File: src/hw/rtl/fmi_ram.sv
// fmi_ram: generic single write port ram with registered read
module fmi_ram
#(
    parameter int WIDTH = 8,
    parameter int DEPTH = 16,
    localparam int AW = (DEPTH > 1) ? $clog2(DEPTH) : 1
)
(
    input  logic             clk,
    input  logic             wr_en,
    input  logic [AW-1:0]    wr_addr,
    input  logic [WIDTH-1:0] wr_data,
    input  logic [AW-1:0]    rd_addr,
    output logic [WIDTH-1:0] rd_data
);

    logic [WIDTH-1:0] mem [DEPTH];

    always_ff @(posedge clk)
    begin
        if (wr_en)
        begin
            mem[wr_addr] <= wr_data;
        end
        rd_data <= mem[rd_addr];
    end

endmodule

File: config.mk
export PLATFORM = sky130hd
export DESIGN_NAME = fmi_ram
export DESIGN_NICKNAME = d
export VERILOG_FILES = /design/src/hw/rtl/fmi_ram.sv
export SDC_FILE = /design/constraint.sdc
export NUM_CORES = 1
export LEC_CHECK = 0
export ABC_AREA = 1
export ABC_CLOCK_PERIOD_IN_PS = 1200
export BUFFER_PORTS_ARGS = -buffer_cell sky130_fd_sc_hd__buf_4
export CAP_MARGIN = 20
export CORE_ASPECT_RATIO = 0.6
export CORE_UTILIZATION = 40
export DETAILED_ROUTE_END_ITERATION = 12
export PLACE_DENSITY = 0.55
export SETUP_SLACK_MARGIN = 0.4
export SLEW_MARGIN = 20
export SYNTH_ARGS = -nofsm -noshare
export SYNTH_HDL_FRONTEND = slang
export SYNTH_SLANG_ARGS = --single-unit
File: constraint.sdc
create_clock -name clk -period 1.2 [get_ports clk]
set_input_delay 0.06 -clock clk [delete_from_list [all_inputs] [get_ports clk]]
set_output_delay 0.06 -clock clk [all_outputs]
set_load 0.02 [all_outputs]
# Word level (Yosys, flattened, before mapping)
# Memories as Yosys holds them, arrays and structs flattened. A register that Yosys moved wholly into a read port is not among the register bits.
# Cells that the tools add are included.
dict set report word_totals {
  register_bits 0
  latch_bits 0
  mem_bits_rw 128
  romBits 0
  input_bits 18
  output_inout_bits 8
  elab_cells 3
  n_memories 1
}
dict set report op_classes {
  add_sub_neg 0
  multipliers 0
  div 0
  magnitude_cmp 0
  eq_ne 0
  shift 0
  muxes 2
  bitwise 0
  n_reduce_logical 0
}
# name words width read_ports rd_ports_with_merged_regs write_ports line
set memory_table {}
lappend memory_table {mem 16 8 1 1 1 17} ;# logic [WIDTH-1:0] mem [DEPTH];
# operator count
set op_table {}
lappend op_table {{1-bit two-way mux} 2}

# Depth between registers and ports, before layout
# Gate-level depths: netlist (run 1).
dict set report logic_depth {
  word_depth 2
  depth_mapped 8
  mapped_depth_nobuf 7
}

# Worst setup path after synthesis (run 1)
# No wires, ideal clock.
dict set report synth_timing {
  path_type {input -> register}
  start {input port wr_addr[2]}
  end {memory mem[10][0] (enable)}
  setup_time_ns 0.370
  arrival_time_ns 0.641
  required_time_ns 0.830
  slack_ns 0.189
  cell_stages 2
  path_buffers 0
  path_cell_list {nand3b_1 > nor2_1}
}
# item line
set synth_rtl {}
lappend synth_rtl {{start, declared} 11} ;# input logic [AW-1:0] wr_addr,
lappend synth_rtl {{end, declared} 17}
# No word-level cell before the write port.

==> summary.md, run 1 <==
| Metric | Value |
|---|---|
| Status | complete, no violations |
| Clock skew | 0.0106 ns |
| Synth Cell Area | 5770 µm² |
| DRC viols | 0 |
| Pwr dens | about 1500 nW/µm² |
| R2r endpoint | rd_data[6] |
| Synth Net Count | 569 |
| Core area | 13,900 µm² |
| Initial core utilization | 41.6% |
| Area Growth Syn to Fin | 25.4% |
| Pin count of the biggest net entering global routing | 47 |
| Worst-Margin Slew | 0.423 ns |
| Final core utilization | 52.1% |
| Multiplexer share of the synthesized area | 0% |
| Post-Synth XOR/XNOR Area | 0% |
| Post-Synth Adder-Cell Area | 0% |
| Worst reg-to-reg path cell count | 6 |
| H-tree depth | 4 |
| Final wirelength | 15,400 µm |
| Pre-CTS WS | around 0.058 ns |
| Total power | 0.0109 W |
| Fmax | 1.01 GHz |
| Clock Sinks | 136 |
| Detailed placement HPWL | just under 10,000 µm |
| Leak pwr | 3.03 nW |
| # rows | 33 |
| Slew HR | 71.7% |
| Final Slew Violations | 0 |
| Vias in the first global route | about 3,800 |
| Final setup margin | 0.205 ns |
| DIE AREA | 14,900 µm² |
| Clock edge transition at the registers on the reported setup and hold paths | 0.06 ns |
| Compound-Gate Fraction of Synth Area | 0% |
| Share of cells above drive strength 1 | 30.5% |
| VDD IR max | 966 µV |
| Distinct cell type count after synthesis | 12 |
| Max-cap violations | 0 |
| Post-Synth Simple-Gate Area | 21.0% |
| Synth Register Bits | 136 |
| 1st-pass router iterations | 4 |
| Most frequent cells in the layout | nand2_1 (148), edfxtp_1 (128), inv_1 (96), nand3_2 (56), nand3_1 (41) |
| Wire per inst | between 15 and 20 µm |
| Final setup TNS | 0 ns |
| Worst setup startpoint | mem[10][6] |
| Synth top area share | 66.7% |
| N_diodes | 0 |
| I/O pin total | 26 |
| Root Driver | clkbuf_16 |
| Fin crit share | 82.9% |
| Flop-to-flop setup slack | just over 0.2 ns |
| Initial DRC Count | 491 |
| Filler cells | 1,261 |
| Most common cell after layout, fill and taps aside | nand2_1 |
| Input/output buffers | 25 |
| First-pass GRT wire length | 23,000 µm |
| Maximum clock insertion buffer count | 2 |
| Vert. Die Dim | 95.0 µm |
| Worst setup endpoint | rd_data[6] |
| Nets | 612 |
| Syn_area_per_cell | 10.5 µm² |
| FF+latch area | between 4000 and 5000 µm² |
| RSZ-0062 raised after global routing | yes |
| Maximum fanout along the worst path | 1 |
| Startpoint Class | flop |
| Synth area leaders | edfxtp_1 (67%), nand2_1 (11%), nand3_1 (8.4%), inv_1 (6.5%), dfxtp_1 (2.8%) |
| Largest family of logic cells by synthesized area | simple AND/OR/NAND/NOR gates |
| Cells after Synth | around 550 |
| Via count | 3,967 |
| WS Path Type | flop to flop |
| GP Congestion | around 0.9 |
| CTS Buf Count | 17 |
| # setup viols final | 0 |
| CTS tree | yes |
| Antenna Violating Nets Remaining | 0 |
| Arrival time at the worst endpoint | 1.30 ns |
| Setup Fix Bufs, Post-CTS | 0 |
| Die width | roughly 160 µm |
| Largest area contributor in the netlist | edfxtp_1 |
| Seq/Total Area, Yosys | 69.4% |
| DR vias/cell | 4.96 |
| GRT overflow | 0 |
| Total GRT Usage | 22.3% |
| Hold Crit Class | input pin to flop |
| Final hold violations | 0 |
| Tmin final | between 0.9 and 1 ns |
| Critical Path Sink Type | flop |
| Worst r2r src | mem[10][6] |
| Initial antenna violation count | 0 |
| Number of synthesis warnings | 0 |
| Clk_lat worst skew | 0.42 ns |
| Area of the multi-input gates | 1640 µm² |
| WP data required | 1.50 ns |
worst max-delay path: stages, from the launching register on:
cell	delay, ns
edfxtp_1	0.39
nand2_1	0.10
nand2_2	0.08
nand2_2	0.06
nand3_2	0.11
nand3_2	0.08
nand2_1	0.07
routing by layer:
| metal | part of all wire [%] | GRT usage, % | vias to the layer above |
|---|---|---|---|
| met1 | 51 | 35.3 | 1963 |
| met3 | 7.1 | 5.97 | 9 |
| met2 | 41 | 29.4 | 135 |
| li1 | - | - | 1860 |
| met4 | 0.52 | 5.58 | 0 |
| met5 | 0 | 0 | - |
flip-flops by register name, summed over array words and instances, names as in the netlist:
| register | flops |
|---|---|
| rd_data | 8 |
| mem | 128 |
how the worst min path moves through the flow:
stage / start / end / cells past startpoint
5_1_grt: wr_data[4] / mem[2][4] / 1
3_3_place_gp: rd_addr[3] / rd_data[7] / 3
2_1_floorplan: wr_data[0] / mem[0][0] / 0
6_report: wr_data[4] / mem[3][4] / 1
3_5_place_dp: rd_addr[3] / rd_data[7] / 3
4_1_cts: wr_data[4] / mem[2][4] / 1
metrics by stage:
step	cells	instance area (µm²)	hold slack (ns)
2_1_floorplan	551	5870	0.159
3_5_place_dp	765	6330	0.395
5_1_grt	799	7230	0.0176
3_3_place_gp	765	6330	0.399
4_1_cts	799	7110	0.0198
6_report	799	7230	0.0202
cells by family (layout without fill, tap and decap cells):
kind of cell,after synthesis,in the layout
DFF,136,136
buffers and inverters,126,182
and+or+nand+nor,289,289
repair_timing:
| action | CTS | global route |
|---|---|---|
| hold endpoints to repair | 6 | 0 |
| endpoints found under the setup margin | 16 | 16 |
| pin swaps | 33 | 21 |
| gates resized for setup | 64 | 33 |
| hold buffers | 2 | 0 |
power breakdown:
part           switching (W)  total [W]  internal, W  leakage [nW]
registers          0.0000399    0.00536      0.00532          1.22
clock network        0.00189    0.00456      0.00267         0.243
logic               0.000626   0.000936     0.000310          1.57
synth_stat cells (all sizes together):
cell type,count
nand2,173
edfxtp,128
inv,102
nand3,97
buf,24
nor2,17
dfxtp,8
nand3b,2
area by class of cell:
| cell class | count | share of cell area, % |
|---|---|---|
| Clock inverter | 9 | 0.762 |
| Clock buffer | 23 | 6.33 |
| Timing Repair Buffer | 48 | 5.99 |
| Inverter | 102 | 5.30 |
| Multi-Input combinational cell | 289 | 22.7 |
| Tap cell | 192 | 3.32 |
| Sequential cell | 136 | 55.6 |
No activity file was read; power rests on OpenSTA's default activity.
==> run 2, diff against run 1 <==
- ABC_CLOCK_PERIOD_IN_PS: 1200 -> 850
- PLACE_DENSITY: 0.55 -> 0.57
- clock period: 1.2 -> 0.85 ns (I/O delays scaled with it)
==> run 2 against run 1 <==
The run now ends with hold timing, setup timing left; design area up 7.0%; final cell count up 2.6%; sequential cell count unchanged; worst hold slack worse by 0.053 ns; clock-buffer cell count up 1; register-to-register slack worse by 0.33 ns; combinational power up 50%; sequential share of layout area down 3.7 points; utilization up 3.7 points; sequential power up 41%.
==> summary.md, run 2 (synthesized netlist as in run 1, its figures left out) <==
| Metric | Value |
|---|---|
| Hold Crit Class | input pin to flop |
| R2r endpoint | rd_data[7] |
| Worst Hold Depth | 1 |
| Pin count of the biggest net entering global routing | 53 |
| DR vias/cell | just under 5 |
| Total GRT Usage | between 20% and 30% |
| CTS tree | yes |
| Die width | roughly 160 µm |
| Most common cell after layout, fill and taps aside | nand2_1 |
| Inst Count DP | 787 |
| I/O pin total | 26 |
| Via count | 3,966 |
| Failing checks | hold timing, setup timing |
| Clock Sinks | 136 |
| Clock skew | 0.00931 ns |
| Initial core utilization | around two fifths |
| Initial antenna violation count | 0 |
| Fin cells | 820 |
| Fin crit share | 114% |
| Worst r2r src | mem[12][7] |
| WP data required | 1.14 ns |
| N_diodes | 0 |
| Core area | ~14,000 µm² |
| RSZ-0062 raised after global routing | yes |
| VDD IR max | 1380 µV |
| Largest Register | mem |
| # rows | 33 |
| First-pass GRT wire length | 21,900 µm |
| Status | finished, violations left |
| Tmin final | 0.970 ns |
| Area of the multi-input gates | 1640 µm² |
| Top routing layer in use | met4 |
| Vias in the first global route | 3,814 |
| Antenna Violating Nets Remaining | 0 |
| Maximum fanout along the worst path | 1 |
| Fmax | approximately 1.0 GHz |
| Worst-Margin Slew | about 0.29 ns |
| Most frequent cells in the layout | nand2_1 (160), edfxtp_1 (128), inv_1 (95), nand3_1 (51), nand3_2 (45) |
| Area Growth Syn to Fin | 34.2% |
| Flop-to-flop setup slack | -0.12 ns |
| Nets | 634 |
| Final setup TNS | -0.910 ns |
| GRT overflow | 0 |
| Leak pwr | 3.26 nW |
| Total power | around 0.016 W |
| DRC viols | 0 |
| H-tree depth | 4 |
| Worst hold path startpoint | wr_data[1] |
| Vert. Die Dim | 95.0 µm |
| Met3 wire len | 1050 µm |
| Detailed placement HPWL | roughly 9000 µm |
| WS Path Type | flop to flop |
| Input/output buffers | 25 |
| Filler cells | ~1,200 |
| Max FFs per register | 128 |
| Clock edge transition at the registers on the reported setup and hold paths | 0.06 ns |
| Largest registers | mem x128, rd_data x8 |
| Clk_lat worst skew | 0.41 ns |
| Pwr dens | 2090 nW/µm² |
| Met1 WL | between 6000 and 7000 µm |
| Worst Hold Path EP | mem[15][1] |
| # setup viols final | 16 |
| Final hold violations | 52 |
| Metal2 WL | roughly 6000 µm |
| Final wirelength | roughly 14,000 µm |
| Final setup margin | -0.120 ns |
| Initial DRC Count | 376 |
| GP Congestion | 0.800 |
| Wire per inst | 17.2 µm |
| Final Slew Violations | 0 |
| Worst reg-to-reg path cell count | 6 |
| Startpoint Class | flop |
| FF+latch area | 4010 µm² |
| Final core utilization | 55.8% |
| DIE AREA | between 10,000 and 15,000 µm² |
| Root Driver | clkbuf_16 |
| Critical Path Sink Type | flop |
| Share of cells above drive strength 1 | 30.1% |
| WHS | -0.0326 ns |
| Arrival time at the worst endpoint | around 1.3 ns |
| 1st-pass router iterations | 5 |
| Slew HR | 80.8% |
| CTS Buf Count | 17 |
| Max-cap violations | 0 |
| Maximum clock insertion buffer count | 2 |
[run 2: routing by layer]
metal,GRT usage [%],up-vias
met5,0,-
met4,6.88,0
met3,4.22,13
met2,29.1,147
met1,32.1,1899
li1,-,1907
[run 2: repair_timing]
action                                  CTS  global route
pin swaps                                41            30
hold endpoints to repair                 71            51
setup buffers                             2             0
gates resized for setup                  73            37
endpoints found under the setup margin  144           144
[run 2: worst max path at each step]
stage / start / to / slack [ns]
2_1_floorplan: wr_addr[2] / mem[10][0] / -0.07
3_3_place_gp: wr_addr[3] / mem[14][5] / -0.28
3_5_place_dp: wr_addr[2] / mem[10][7] / -0.27
4_1_cts: mem[8][0] / rd_data[0] / -0.08
5_1_grt: mem[4][1] / rd_data[1] / -0.16
6_report: mem[12][7] / rd_data[7] / -0.12
[run 2: where the power goes]
group          internal, W  switching [W]  total (W)
Clock              0.00461        0.00262    0.00723
Combinational     0.000545       0.000854    0.00140
Sequential         0.00751      0.0000563    0.00756
Total               0.0127        0.00353     0.0162
[run 2: cell type report]
class / count / area share, %
Multi-Input combinational cell: 289 / 21.2
Clock buffer: 24 / 6.35
Sequential cell: 136 / 51.9
Clock inverter: 7 / 1.20
Timing Repair Buffer: 70 / 11.2
Inverter: 102 / 5.08
Tap cell: 192 / 3.10
[run 2: metrics by stage]
step                      cell area [µm²]  setup slack [ns]  hold WS (ns)
after floorplan                      5900           -0.0661         0.141
after global placement               6680            -0.277         0.394
after detailed placement             6680            -0.270         0.395
after CTS                            7580           -0.0757       -0.0308
after global routing                 7740            -0.157       -0.0162
final                                7740            -0.120       -0.0326
[run 2: worst max-delay path, cell delays in order (launching register included)]
cell and delay, ns:
edfxtp_1 0.37, inv_1 0.08, nand2_1 0.07, nand3_1 0.10
nand3_2 0.09, nand3_2 0.09, nand2_2 0.06
